## src/hw/rtl/ycc2rgb_pkg.sv

```systemverilog
package ycc2rgb_pkg;

  // field widths of the packed input word
  localparam int LUMA_W   = 10;
  localparam int CHROMA_W = 10;
  localparam int ALPHA_W  = 12;
  localparam int HALF_W   = 32;
  localparam int BYTE_W   = 8;

  // bit positions inside one half
  localparam int LUMA_LO   = 0;
  localparam int CHROMA_LO = 10;
  localparam int ALPHA_LO  = 20;

  // signed width of every Q16 product and sum
  localparam int ACC_W  = 29;
  localparam int FRAC_W = 16;

  // scaled code widths
  localparam int YV_W = 17;
  localparam int CV_W = 17;
  localparam int AV_W = 14;

  // offsets of the scaled codes
  localparam logic signed [YV_W-1:0] Y_OFS = 17'sd4096;
  localparam logic signed [CV_W-1:0] C_OFS = 17'sd32768;
  localparam logic signed [AV_W-1:0] A_OFS = 14'sd16;

  // Q16 coefficients
  localparam logic signed [ACC_W-1:0] K_Y     = 29'sd299;
  localparam logic signed [ACC_W-1:0] K_RV    = 29'sd461;
  localparam logic signed [ACC_W-1:0] K_BU    = 29'sd543;
  localparam logic signed [ACC_W-1:0] K_GB    = 29'sd55;
  localparam logic signed [ACC_W-1:0] K_GR    = 29'sd137;
  localparam logic signed [ACC_W-1:0] K_ALPHA = 29'sd18204;

  localparam logic [ACC_W-FRAC_W-1:0] BYTE_MAX = 13'd255;

  // one converted pixel
  typedef struct packed {
    logic [BYTE_W-1:0] r;
    logic [BYTE_W-1:0] g;
    logic [BYTE_W-1:0] b;
    logic [BYTE_W-1:0] a;
  } rgba_t;

  // drop the Q16 fraction, clamp to 0..255
  function automatic logic [BYTE_W-1:0] sat_byte(input logic signed [ACC_W-1:0] acc);
    logic [BYTE_W-1:0] res;
    if (acc <= 0) begin
      res = '0;
    end else if (acc[ACC_W-1:FRAC_W] > BYTE_MAX) begin
      res = {BYTE_W{1'b1}};
    end else begin
      res = acc[FRAC_W+BYTE_W-1:FRAC_W];
    end
    return res;
  endfunction

endpackage

```

## src/hw/rtl/ycc2rgb_if.sv

```systemverilog
// input request: one packed pixel pair
interface ycc2rgb_in_if
  import ycc2rgb_pkg::*;
();
  logic              valid;
  logic              ready;
  logic [HALF_W-1:0] first_half;
  logic [HALF_W-1:0] second_half;

  modport source (output valid, output first_half, output second_half, input ready);
  modport sink   (input valid, input first_half, input second_half, output ready);
endinterface

// output request: two rgba pixels
interface ycc2rgb_out_if
  import ycc2rgb_pkg::*;
();
  logic              valid;
  logic              ready;
  logic [BYTE_W-1:0] red_first;
  logic [BYTE_W-1:0] green_first;
  logic [BYTE_W-1:0] blue_first;
  logic [BYTE_W-1:0] alpha_first;
  logic [BYTE_W-1:0] red_second;
  logic [BYTE_W-1:0] green_second;
  logic [BYTE_W-1:0] blue_second;
  logic [BYTE_W-1:0] alpha_second;

  modport source (output valid, output red_first, output green_first, output blue_first,
                  output alpha_first, output red_second, output green_second,
                  output blue_second, output alpha_second, input ready);
  modport sink   (input valid, input red_first, input green_first, input blue_first,
                  input alpha_first, input red_second, input green_second,
                  input blue_second, input alpha_second, output ready);
endinterface

```

## src/hw/rtl/ycc2rgb_lane.sv

```systemverilog
module ycc2rgb_lane
  import ycc2rgb_pkg::*;
(
  input  logic                clk,
  input  logic                load,
  input  logic [LUMA_W-1:0]   luma,
  input  logic [ALPHA_W-1:0]  alpha,
  input  logic [CHROMA_W-1:0] cb,
  input  logic [CHROMA_W-1:0] cr,
  output rgba_t               pix
);

  logic signed [YV_W-1:0]  yv;
  logic signed [CV_W-1:0]  bv;
  logic signed [CV_W-1:0]  rv;
  logic signed [AV_W-1:0]  av;

  logic signed [ACC_W-1:0] ys_r, rr_r, gb_r, gr_r, bb_r, aa_r;
  logic signed [ACC_W-1:0] r_sum, g_sum, b_sum;

  // scale 10-bit codes to 16 bits and remove offsets, also from the 12-bit alpha
  assign yv = $signed({1'b0, luma, 6'b0}) - Y_OFS;
  assign bv = $signed({1'b0, cb, 6'b0}) - C_OFS;
  assign rv = $signed({1'b0, cr, 6'b0}) - C_OFS;
  assign av = $signed({2'b0, alpha}) - A_OFS;

  // coefficient products, registered
  always_ff @(posedge clk) begin
    if (load) begin
      ys_r <= ACC_W'(yv) * K_Y;
      rr_r <= ACC_W'(rv) * K_RV;
      gb_r <= ACC_W'(bv) * K_GB;
      gr_r <= ACC_W'(rv) * K_GR;
      bb_r <= ACC_W'(bv) * K_BU;
      aa_r <= ACC_W'(av) * K_ALPHA;
    end
  end

  // color sums
  assign r_sum = ys_r + rr_r;
  assign g_sum = ys_r - gb_r - gr_r;
  assign b_sum = ys_r + bb_r;

  // truncate and saturate
  assign pix.r = sat_byte(r_sum);
  assign pix.g = sat_byte(g_sum);
  assign pix.b = sat_byte(b_sum);
  assign pix.a = sat_byte(aa_r);

endmodule

```

## src/hw/rtl/ycc2rgb_merge.sv

```systemverilog
module ycc2rgb_merge
  import ycc2rgb_pkg::*;
(
  input  logic          clk,
  input  logic          rst_n,
  input  logic          pix_valid,
  input  rgba_t         pix_first,
  input  rgba_t         pix_second,
  output logic          load_ok,
  ycc2rgb_out_if.source out_pix
);

  logic  out_valid_r;
  rgba_t first_r, second_r;

  // output register may load when empty or being drained
  assign load_ok = !out_valid_r || out_pix.ready;

  always_ff @(posedge clk) begin
    if (!rst_n) begin
      out_valid_r <= 1'b0;
    end else if (load_ok) begin
      out_valid_r <= pix_valid;
    end
  end

  // pixel pair payload
  always_ff @(posedge clk) begin
    if (load_ok && pix_valid) begin
      first_r  <= pix_first;
      second_r <= pix_second;
    end
  end

  assign out_pix.valid        = out_valid_r;
  assign out_pix.red_first    = first_r.r;
  assign out_pix.green_first  = first_r.g;
  assign out_pix.blue_first   = first_r.b;
  assign out_pix.alpha_first  = first_r.a;
  assign out_pix.red_second   = second_r.r;
  assign out_pix.green_second = second_r.g;
  assign out_pix.blue_second  = second_r.b;
  assign out_pix.alpha_second = second_r.a;

endmodule

```

## src/hw/rtl/ycbcra422_10bit_to_rgba.sv

```systemverilog
// channel | dir | payload
// --------+-----+--------------------------------------------------------
// in_pix  | in  | first_half[32] (a1,cb,y1), second_half[32] (a2,cr,y2)
// out_pix | out | red/green/blue/alpha _first and _second, 8 bits each
//
// one pixel pair per clock while the output is not stalled; a request
// passes the lane product registers, then the merged output register.
// two lanes, one per pixel, share the chroma pair of the request.
// rst_n synchronous, active low, clears the valid flags only.
// a stalled output keeps its pair; the input takes a new request while a
// bubble sits in the product stage.
module ycbcra422_10bit_to_rgba
  import ycc2rgb_pkg::*;
(
  input  logic          clk,
  input  logic          rst_n,
  ycc2rgb_in_if.sink    in_pix,
  ycc2rgb_out_if.source out_pix
);

  logic  prod_valid_r;
  logic  load_ok;
  logic  take;
  rgba_t pix_first, pix_second;

  // product stage advances when empty or when the output takes it
  assign in_pix.ready = !prod_valid_r || load_ok;
  assign take         = in_pix.valid && in_pix.ready;

  always_ff @(posedge clk) begin
    if (!rst_n) begin
      prod_valid_r <= 1'b0;
    end else if (in_pix.ready) begin
      prod_valid_r <= in_pix.valid;
    end
  end

  // first pixel lane
  ycc2rgb_lane u_lane_first (
    .clk   (clk),
    .load  (take),
    .luma  (in_pix.first_half[LUMA_LO +: LUMA_W]),
    .alpha (in_pix.first_half[ALPHA_LO +: ALPHA_W]),
    .cb    (in_pix.first_half[CHROMA_LO +: CHROMA_W]),
    .cr    (in_pix.second_half[CHROMA_LO +: CHROMA_W]),
    .pix   (pix_first)
  );

  // second pixel lane
  ycc2rgb_lane u_lane_second (
    .clk   (clk),
    .load  (take),
    .luma  (in_pix.second_half[LUMA_LO +: LUMA_W]),
    .alpha (in_pix.second_half[ALPHA_LO +: ALPHA_W]),
    .cb    (in_pix.first_half[CHROMA_LO +: CHROMA_W]),
    .cr    (in_pix.second_half[CHROMA_LO +: CHROMA_W]),
    .pix   (pix_second)
  );

  // merge both lanes into the output register
  ycc2rgb_merge u_merge (
    .clk        (clk),
    .rst_n      (rst_n),
    .pix_valid  (prod_valid_r),
    .pix_first  (pix_first),
    .pix_second (pix_second),
    .load_ok    (load_ok),
    .out_pix    (out_pix)
  );

endmodule

```

## src/flat_wrapper.sv

```systemverilog
// flat-port wrapper written by rule: the top's interface ports become plain ports
module ycbcra422_10bit_to_rgba_flat import ycc2rgb_pkg::*;
  (clk, rst_n, in_pix_valid, in_pix_first_half, in_pix_second_half, in_pix_ready, out_pix_valid, out_pix_red_first, out_pix_green_first, out_pix_blue_first, out_pix_alpha_first, out_pix_red_second, out_pix_green_second, out_pix_blue_second, out_pix_alpha_second, out_pix_ready);
  ycc2rgb_in_if in_pix_i ();
  ycc2rgb_out_if out_pix_i ();
  input  logic clk;
  input  logic rst_n;
  input wire logic [$bits(in_pix_i.valid)-1:0] in_pix_valid;
  input wire logic [$bits(in_pix_i.first_half)-1:0] in_pix_first_half;
  input wire logic [$bits(in_pix_i.second_half)-1:0] in_pix_second_half;
  output wire logic [$bits(in_pix_i.ready)-1:0] in_pix_ready;
  output wire logic [$bits(out_pix_i.valid)-1:0] out_pix_valid;
  output wire logic [$bits(out_pix_i.red_first)-1:0] out_pix_red_first;
  output wire logic [$bits(out_pix_i.green_first)-1:0] out_pix_green_first;
  output wire logic [$bits(out_pix_i.blue_first)-1:0] out_pix_blue_first;
  output wire logic [$bits(out_pix_i.alpha_first)-1:0] out_pix_alpha_first;
  output wire logic [$bits(out_pix_i.red_second)-1:0] out_pix_red_second;
  output wire logic [$bits(out_pix_i.green_second)-1:0] out_pix_green_second;
  output wire logic [$bits(out_pix_i.blue_second)-1:0] out_pix_blue_second;
  output wire logic [$bits(out_pix_i.alpha_second)-1:0] out_pix_alpha_second;
  input wire logic [$bits(out_pix_i.ready)-1:0] out_pix_ready;
  assign in_pix_i.valid = in_pix_valid;
  assign in_pix_i.first_half = in_pix_first_half;
  assign in_pix_i.second_half = in_pix_second_half;
  assign in_pix_ready = in_pix_i.ready;
  assign out_pix_valid = out_pix_i.valid;
  assign out_pix_red_first = out_pix_i.red_first;
  assign out_pix_green_first = out_pix_i.green_first;
  assign out_pix_blue_first = out_pix_i.blue_first;
  assign out_pix_alpha_first = out_pix_i.alpha_first;
  assign out_pix_red_second = out_pix_i.red_second;
  assign out_pix_green_second = out_pix_i.green_second;
  assign out_pix_blue_second = out_pix_i.blue_second;
  assign out_pix_alpha_second = out_pix_i.alpha_second;
  assign out_pix_i.ready = out_pix_ready;
  ycbcra422_10bit_to_rgba u_core (.clk(clk), .rst_n(rst_n), .in_pix(in_pix_i), .out_pix(out_pix_i));
endmodule
```

## config.mk

```make
export PLATFORM = sky130hd
export DESIGN_NAME = ycbcra422_10bit_to_rgba_flat
export DESIGN_NICKNAME = d
export VERILOG_FILES = /design/src/hw/rtl/ycc2rgb_pkg.sv /design/src/hw/rtl/ycc2rgb_if.sv /design/src/hw/rtl/ycc2rgb_lane.sv /design/src/hw/rtl/ycc2rgb_merge.sv /design/src/hw/rtl/ycbcra422_10bit_to_rgba.sv /design/src/flat_wrapper.sv
export SDC_FILE = /design/constraint.sdc
export NUM_CORES = 1
export LEC_CHECK = 0
export BUFFER_PORTS_ARGS = -buffer_cell sky130_fd_sc_hd__buf_2
export CORE_MARGIN = 1
export CORE_UTILIZATION = 30
export DETAILED_ROUTE_END_ITERATION = 6
export GPL_TIMING_DRIVEN = 0
export PLACE_DENSITY = 0.57
export SYNTH_ARGS = -nofsm -noshare
export SYNTH_HDL_FRONTEND = slang
export SYNTH_SLANG_ARGS = --single-unit
```

## constraint.sdc

```tcl
create_clock -name clk -period 10 [get_ports clk]
set_input_delay 2.5 -clock clk [delete_from_list [all_inputs] [get_ports clk]]
set_output_delay 2.5 -clock clk [all_outputs]
set_load 0.01 [all_outputs]
```

==> results of run 1 <==
-- worst max-delay path: stages --
cell and delay [ns]:
buf_2 0.13, or2_2 0.31, nor4_1 0.26, and3_1 0.23
xor2_1 0.65, ha_1 0.40, ha_1 0.21, inv_1 0.08
fa_1 0.42, inv_1 0.10, fa_1 0.43, fa_1 0.62
fa_1 0.44, ha_1 0.32, nor2_1 0.05, a21oi_1 0.30
o21ai_0 0.25, o21ai_1 0.25, a41oi_1 0.22, a2111oi_1 0.64
a31oi_1 0.18, nor3b_1 0.18
-- layer usage --
layer | GRT usage | vias to the layer above
met4 | 0.0279 | 18
met2 | 0.214 | 285
met5 | 0 | -
met1 | 0.197 | 10100
li1 | - | 10800
met3 | 0.0189 | 79
-- final cells by class --
type                       count  area (um2)  area share
antenna                        1        2.50   0.0000718
buffer                         6        25.0    0.000718
clock buffer                  29         683      0.0196
clock inverter                20         228     0.00654
inverter                     594        2230      0.0640
multi-input combinational   2201       22000       0.631
sequential                   239        7160       0.205
tap                         1380        1730      0.0496
timing repair buffer         138         790      0.0227
-- logic make-up after synthesis --
group / after synthesis / share of synthesized area
fa+ha+maj: 921 / 0.435
buf+inv: 600 / 0.0718
compound gates: 588 / 0.124
simple gates: 440 / 0.0701
flops: 239 / 0.228
xor+xnor: 235 / 0.0656
mux: 15 / 0.00494
other cells: 1 / 0.000120
-- per-stage QoR --
stage,worst slack (ns),hold slack (ns),instances,cell area (um2),utilization
floorplan,1.48,0.477,3040,31400,-
finish,1.16,0.540,4608,34800,0.336
global route,0.637,0.571,4608,34800,0.336
CTS,1.11,0.548,4607,34800,0.336
global placement,0.430,0.504,4552,33800,0.326
detailed placement,0.490,0.533,4558,33900,0.327
-- final timing paths --
kind	to	cells after the start	startpoint
hold reg to reg	u_core.u_merge.out_pix.valid$_SDFFE_PN0P_	1	u_core.prod_valid_r$_SDFFE_PN0N_
hold / removal	u_core.u_merge.out_pix.valid$_SDFFE_PN0P_	1	u_core.prod_valid_r$_SDFFE_PN0N_
setup / recovery	u_core.u_lane_second.aa_r[28]$_DFFE_PP_	22	in_pix_second_half[26]
setup reg to reg	u_core.u_merge.out_pix.green_first[1]$_SDFFCE_PP0P_	12	u_core.u_lane_first.rr_r[7]$_DFFE_PP_
-- registers in the layout (all words and copies together), names as in the netlist, 8 cells and up --
name                                 flops
u_core.u_lane_first.aa_r                27
u_core.u_lane_second.aa_r               27
u_core.u_lane_second.bb_r               22
u_core.u_lane_first.rr_r                21
u_core.u_lane_first.ys_r                21
u_core.u_lane_second.ys_r               21
u_core.u_lane_first.gr_r                18
u_core.u_lane_first.gb_r                16
u_core.u_merge.out_pix.alpha_first       8
u_core.u_merge.out_pix.alpha_second      8
u_core.u_merge.out_pix.blue_first        8
u_core.u_merge.out_pix.blue_second       8
u_core.u_merge.out_pix.green_first       8
u_core.u_merge.out_pix.green_second      8
u_core.u_merge.out_pix.red_first         8
u_core.u_merge.out_pix.red_second        8
-- cells in the mapped netlist, drive strengths merged (4+ instances only) --
library cell,n,area share
ha,638,0.25
inv,593,0.071
fa,283,0.18
edfxtp,237,0.23
a21oi,188,0.030
xnor2,162,0.045
nor2,111,0.013
nand2,89,0.011
o21ai,87,0.014
a21o,73,0.017
xor2,73,0.020
o21a,58,0.014
nor3,48,0.0078
nand3,38,0.0061
nor2b,28,0.0056
a211oi,26,0.0065
o21bai,22,0.0053
a31oi,20,0.0040
and3,18,0.0036
nand4,17,0.0034
a31o,16,0.0045
or3,16,0.0032
nand2b,14,0.0028
o211ai,14,0.0033
or2,13,0.0026
nor4,12,0.0024
and2,11,0.0022
mux2i,11,0.0035
a21boi,10,0.0024
o31ai,10,0.0024
a2111oi,7,0.0022
a211o,7,0.0020
and4,6,0.0017
clkbuf,5,0.00064
o211a,5,0.0016
or4,5,0.0012
a311oi,4,0.0019
a41oi,4,0.0014
mux2,4,0.0014
o31a,4,0.0011
o41ai,4,0.0014
-- placed cells by master, fill, tap and decap left out, types with 67 or more instances in the layout --
| cell type | count |
|---|---|
| buf_2 | 133 |
| nor2_1 | 111 |
| a21o_1 | 73 |
| o21ai_0 | 67 |
| inv_1 | 592 |
| xor2_1 | 73 |
| fa_1 | 283 |
| xnor2_1 | 162 |
| ha_1 | 638 |
| a21oi_1 | 188 |
| edfxtp_1 | 237 |
| nand2_1 | 89 |
-- power breakdown --
group	switching, uW	total, uW	leakage (uW)	internal, uW
combinational	4370	7730	0.0141	3360
sequential	331	2080	0.00229	1750
clock	448	1030	0.000439	583
total	5150	10800	0.0168	5690
==> impl_metrics.ini, run 1 <==
[outcome]
outcome = finished clean

[critical_path]
path_class = in2reg
cp-end-kind = register
cp_max_fo = 7
required_ns = 10.33
arrival_ns = 9.17
regToRegSetupSlack_ns = 6.17
cp-start-kind = input pin

[clocking]
htreeDepth = 1
holdBufCountCts = 0
root_buffer = clkbuf_16
insertion_delay_ns = 0.59
numCtsBuffers = 27
clock-sinks = 239
post_cts_buffers = 0
clk_pin_slew_ns = 0.06
cts_tree = yes
clock_path_buffers = 3
post_cts_resized = 0

[drt]
drc = 0
route.met3.wl_mm = 2.91
wl_per_cell_um = 15.6
wl_met1_mm = 36.2
met2WireLength_mm = 31.5
ant_nets = 0
wl_mm = 72.0
routed-via-count = 21300
via_per_inst = 4.62
drtIter0Drc = 942
highest_layer = met5
dr.pass1.iters = 5

[floorplan]
fp.dieH_um = 325
die_x_um = 325
rows = 118
io_pins = 134
core_mm2 = 0.104
start_util = 0.303
die_area_mm2 = 0.106

[yosys]
syn_avg_cell_area_um2 = 10.3
synth-edff-count = 237
syn_inst = 3039
async_flop_share = 0
synth_area_mm2 = 0.0314
ys.flop_type = edfxtp_1
yosysWarnings = 0
ys_ff_latch = 239
yosysSeqAreaShare = 0.228
yosysUniqueCellTypes = 85

[sta]
slew_violations = 0
setup_viol = 0
rsz0062_at_grt = false
hold_viol_final = 0
tns_ns = 0
relSlewSlack = 0.324
fin_skew_ns = 0.0154
fmax_mhz = 113
worst-slew-pin-transition_ns = 1.01
period_minus_slack_ns = 8.84
period_share = 0.884

[final_layout]
drive_gt1_frac = 0.0744
area_growth_syn_to_layout_pct = 11.0
fillers = 10600
fin_nets = 4196

[global_routing]
grt_max_degree = 72
grt_util_all_layers = 0.136
gr-total-overflow = 0
grt_pass1_wl_mm = 114
grt_pass1_vias = 20900
antenna_found_initial = 10

[flow_run]
maxCapViolations = 0

[power]
power_uw = 10800
power.density_mw_per_mm2 = 311
leakage_uw = 0.0168
ir_drop_mv = 0.185

[min_path]
hp-class = reg2reg

[placed_design]
routabilityCongestion = 0.886
hpwl_mm = 62.2
port_buffers = 132
Note: power is estimated with default switching activity, not from simulation.
==> inputs of run 2 (changes only) <==
- CORE_UTILIZATION: 30 -> 58
- PLACE_DENSITY: 0.57 -> 0.88
- SETUP_SLACK_MARGIN: default -> 0.15
==> run 2 against run 1 <==
  * Maximum frequency down 1.6%
  * Total power up 0.36%
  * Critical path depth stayed put
  * Flip-flop and latch count unchanged
  * Die area decreased by 48%
  * Cell area fell by 2.5%
  * Register-to-register slack lost 0.10 ns
  * Via count grew 5.1%
  * Final cell count decreased by 15%
  * Count of clock-buffer cells in the layout up 4
  * Clock skew increased by 0.029 ns
  * First-iteration DRC count increased by 67%
  * Largest power group unchanged
==> impl_metrics.ini, run 2 (same netlist as run 1, synthesis figures left out) <==
[critical_path]
arrival_ns = 9.28
cp_top_family = adder cells
required_ns = 10.30
cp-end-kind = register
crit_buf_inv = 3
path_class = in2reg
path_common_cell = fa_1
cp_cell_sequence = buf_2 > or2_2 > nor4_1 > and3_1 > xor2_1 > ha_1 > ha_1 > inv_1 > fa_1 > inv_1 > fa_1 > fa_1 > fa_1 > ha_1 > nor2_1 > a21oi_1 > o21ai_0 > o21ai_1 > a41oi_1 > a2111oi_1 > a31oi_1 > nor3b_1
cpPeakStageDelay_ns = 0.66
cp-start-kind = input pin
critPathSlowestCell = xor2_1
cp_max_fo = 7

[global_routing]
grt_pass1_wl_mm = 113
antenna_found_initial = 10
grt_max_degree = 76
grt_util_all_layers = 0.255
gr-total-overflow = 0
grt_pass1_vias = 22600

[sta]
period_share = 0.898
period_minus_slack_ns = 8.98
tns_ns = 0
hold_viol_final = 0
relSlewSlack = 0.327
slew_violations = 0
setup_viol = 0
fmax_mhz = 111
worst-slew-pin-transition_ns = 1.00
fin_skew_ns = 0.0440
rsz0062_at_grt = false

[floorplan]
die_x_um = 235
core_mm2 = 0.0530
io_pins = 134
fp.dieH_um = 235
start_util = 0.592
die_area_mm2 = 0.0550
rows = 84

[clocking]
post_cts_buffers = 0
cts_tree = yes
htreeDepth = 1
holdBufCountCts = 0
clock-sinks = 239
clock_path_buffers = 3
clk_pin_slew_ns = 0.06
insertion_delay_ns = 0.59
numCtsBuffers = 28
root_buffer = clkbuf_16
post_cts_resized = 0

[drt]
ant_nets = 0
drtIter0Drc = 1575
drc = 0
routed-via-count = 22400
wl_mm = 70.2
via_per_inst = 5.71
dr.pass1.iters = 5
wl_per_cell_um = 17.9

[placed_design]
hpwl_mm = 58.4
routabilityCongestion = 0.964
dp.cells = 3866
port_buffers = 132

[power]
ir_drop_mv = 0.226
leakage_uw = 0.0168
power.density_mw_per_mm2 = 320
power_uw = 10900

[final_layout]
instances_no_fill = 3920
reg.largest.list = u_core.u_lane_first.aa_r x27, u_core.u_lane_second.aa_r x27, u_core.u_lane_second.bb_r x22
drive_gt1_frac = 0.0731
final_cell_mix = ha_1 (638), inv_1 (592), fa_1 (283)
area_growth_syn_to_layout_pct = 8.22
final_common_cell = ha_1
fin_nets = 4197

[min_path]
hp-class = reg2reg

[flow_run]
maxCapViolations = 0

[outcome]
outcome = finished clean
run 2: where the power goes:
part / leakage [uW] / internal, uW / switching [uW]
sequential: 0.00229 / 1750 / 328
clock: 0.000433 / 593 / 430
combinational: 0.0141 / 3390 / 4390
run 2: path summary, 6_finish.rpt:
check                                              from  depth (start not counted)                                             endpoint  slack, ns
setup reg to reg  u_core.u_lane_first.rr_r[7]$_DFFE_PP_                         12  u_core.u_merge.out_pix.green_first[7]$_SDFFCE_PP0P_       6.07
hold / removal         u_core.prod_valid_r$_SDFFE_PN0N_                          2                     u_core.prod_valid_r$_SDFFE_PN0N_       0.55
setup / recovery                 in_pix_second_half[26]                         22              u_core.u_lane_second.aa_r[28]$_DFFE_PP_       1.02
hold reg to reg        u_core.prod_valid_r$_SDFFE_PN0N_                          2                     u_core.prod_valid_r$_SDFFE_PN0N_       0.55
run 2: final cells by class:
cell class / count / area, um2
inverter: 594 / 2230
fill: 3901 / 19000
tap: 688 / 861
clock inverter: 18 / 189
timing repair buffer: 138 / 778
multi-input combinational: 2201 / 22000
antenna: 3 / 7.51
clock buffer: 33 / 719
buffer: 6 / 25.0
sequential: 239 / 7160
run 2: metrics by stage:
stage | cell area [um2] | utilization | setup WS (ns) | hold slack (ns)
floorplan | 31400 | - | 1.48 | 0.477
detailed placement | 33000 | 0.624 | 0.494 | 0.541
global route | 34000 | 0.641 | 0.556 | 0.579
CTS | 34000 | 0.641 | 1.03 | 0.546
global placement | 32900 | 0.621 | 0.458 | 0.499
finish | 34000 | 0.641 | 1.02 | 0.545
run 2: per-layer routing:
metal  part of all wire  wire [um]  up-vias  track usage
li1                   -          -    10800            -
met1               0.43      30100    10700        0.335
met2               0.47      33000      704        0.434
met3              0.070       4900      148       0.0377
met4              0.031       2200       14       0.0758
met5             0.0012         81        -            0
run 2: tightest hold or removal path, stage by stage (launching register included):
cell     delay [ns]
dfxtp_1        0.33
a21oi_1        0.12
nor2b_1        0.05
==> inputs of run 3 (changes only) <==
- CORE_UTILIZATION: 58 -> 40
- CTS_BUF_LIST: default -> sky130_fd_sc_hd__clkbuf_4 sky130_fd_sc_hd__clkbuf_8 sky130_fd_sc_hd__clkbuf_16
- PLACE_DENSITY: 0.88 -> 0.68
==> run 3 against run 2 <==
  * Sequential power about the same
  * Largest cell class unchanged
  * Die area is 45% higher
  * Maximum frequency rose by 2.8%
  * Count of clock-buffer cells in the layout down 1
  * Wire length is 2.2% lower
  * Register-to-register slack better by 0.07 ns
  * Clock skew fell by 0.025 ns
  * Highest routed layer unchanged
  * Clock power is 11% higher
  * Non-clock buffer count unchanged
  * Final cell count grew 8.9%
==> impl_metrics.ini, run 3 (same netlist as run 1, synthesis figures left out) <==
[outcome]
outcome = finished clean

[final_layout]
drive_gt1_frac = 0.0753
n_antenna_cell = 0
final_common_cell = ha_1
area_growth_syn_to_layout_pct = 9.95
instances_no_fill = 4269
fin_nets = 4197
reg.largest.list = u_core.u_lane_first.aa_r x27, u_core.u_lane_second.aa_r x27, u_core.u_lane_second.bb_r x22
final_cell_mix = ha_1 (638), inv_1 (592), fa_1 (283)

[critical_path]
required_ns = 10.30
cp_max_fo = 7
path_class = in2reg
path_common_cell = fa_1
regToRegSetupSlack_ns = 6.14
cp-start-kind = input pin
cp-end-kind = register
cp_cell_sequence = buf_2 > or2_2 > nor4_1 > and3_1 > xor2_1 > ha_1 > ha_1 > inv_1 > fa_1 > inv_1 > fa_1 > fa_1 > fa_1 > ha_1 > or4_1 > o21bai_1 > a311oi_2 > o21ai_1 > a31oi_1 > a21oi_1 > a21o_1 > a21oi_1 > xnor2_1
cpPeakStageDelay_ns = 0.64
arrival_ns = 9.04
critPathSlowestCell = xor2_1

[floorplan]
die_area_mm2 = 0.0796
io_pins = 134
fp.dieH_um = 282
start_util = 0.404
die_x_um = 282
core_mm2 = 0.0776
rows = 102

[drt]
ant_nets = 0
drtIter0Drc = 1120
wl_mm = 68.7
dr.pass1.iters = 5
drc = 0
wl_per_cell_um = 16.1
via_per_inst = 5.06
routed-via-count = 21600

[global_routing]
grt_util_all_layers = 0.175
grt_pass1_wl_mm = 110
grt_max_degree = 74
antenna_found_initial = 8
gr-total-overflow = 0
grt_pass1_vias = 21000

[power]
power.density_mw_per_mm2 = 316
leakage_uw = 0.0168
power_uw = 10900
ir_drop_mv = 0.185

[sta]
setup_viol = 0
fmax_mhz = 114
worst-slew-pin-transition_ns = 0.978
rsz0062_at_grt = false
relSlewSlack = 0.344
hold_viol_final = 0
period_minus_slack_ns = 8.74
fin_skew_ns = 0.0193
slew_violations = 0
tns_ns = 0
period_share = 0.874

[placed_design]
dp.cells = 4218
port_buffers = 132
hpwl_mm = 58.5
routabilityCongestion = 0.915

[clocking]
post_cts_resized = 0
clock-sinks = 239
insertion_delay_ns = 0.58
holdBufCountCts = 0
root_buffer = clkbuf_16
post_cts_buffers = 0
htreeDepth = 1
clk_pin_slew_ns = 0.06
clock_path_buffers = 3
numCtsBuffers = 28
cts_tree = yes

[flow_run]
maxCapViolations = 0

[min_path]
hp-class = reg2reg
==> run 3: power by group <==
part           internal, uW  switching, uW
Sequential             1750            323
Clock                   694            439
Combinational          3360           4340
Total                  5800           5100
==> run 3: path summary, 6_finish.rpt <==
check                                                      startpoint                                                  end  cells past startpoint
worst max-delay path                           in_pix_second_half[26]              u_core.u_lane_second.aa_r[27]$_DFFE_PP_                     23
worst min-delay path                 u_core.prod_valid_r$_SDFFE_PN0N_            u_core.u_merge.out_pix.valid$_SDFFE_PN0P_                      1
worst max register to register  u_core.u_lane_first.rr_r[7]$_DFFE_PP_  u_core.u_merge.out_pix.green_first[7]$_SDFFCE_PP0P_                     12
worst min register to register       u_core.prod_valid_r$_SDFFE_PN0N_            u_core.u_merge.out_pix.valid$_SDFFE_PN0P_                      1
==> run 3: critical path, delay by kind of cell <==
kind / cells / cell delay, ns
compound gates: 7 / 1.46
xor+xnor: 2 / 0.72
fa+ha+maj: 7 / 2.74
buf+inv: 3 / 0.30
simple gates: 4 / 1.34
==> run 3: stage by stage <==
stage           util  setup WS, ns  hold WS [ns]  cell area [um2]
6_report       0.445          1.26         0.527            34500
5_1_grt        0.445         0.873         0.564            34500
4_1_cts        0.445          1.31         0.526            34500
3_5_place_dp   0.432         0.725         0.509            33500
3_3_place_gp   0.430         0.355         0.495            33300
2_1_floorplan      -          1.48         0.477            31400
==> run 3: final cells by class <==
cell class | instances | area (um2)
multi-input cells | 2201 | 22000
clock inverters | 19 | 270
plain buffers | 6 | 25.0
clock buffers | 32 | 748
repair buffers | 138 | 778
inverters | 594 | 2230
fillers | 7377 | 43100
well taps | 1040 | 1300
flip-flops and latches | 239 | 7160
==> run 3: metal layers <==
metal | GRT usage | wire length, um | up-vias
met2 | 0.279 | 30600 | 366
li1 | - | - | 10800
met1 | 0.248 | 33100 | 10300
met5 | 0 | 79 | -
met3 | 0.0278 | 3420 | 80
met4 | 0.0415 | 1460 | 14
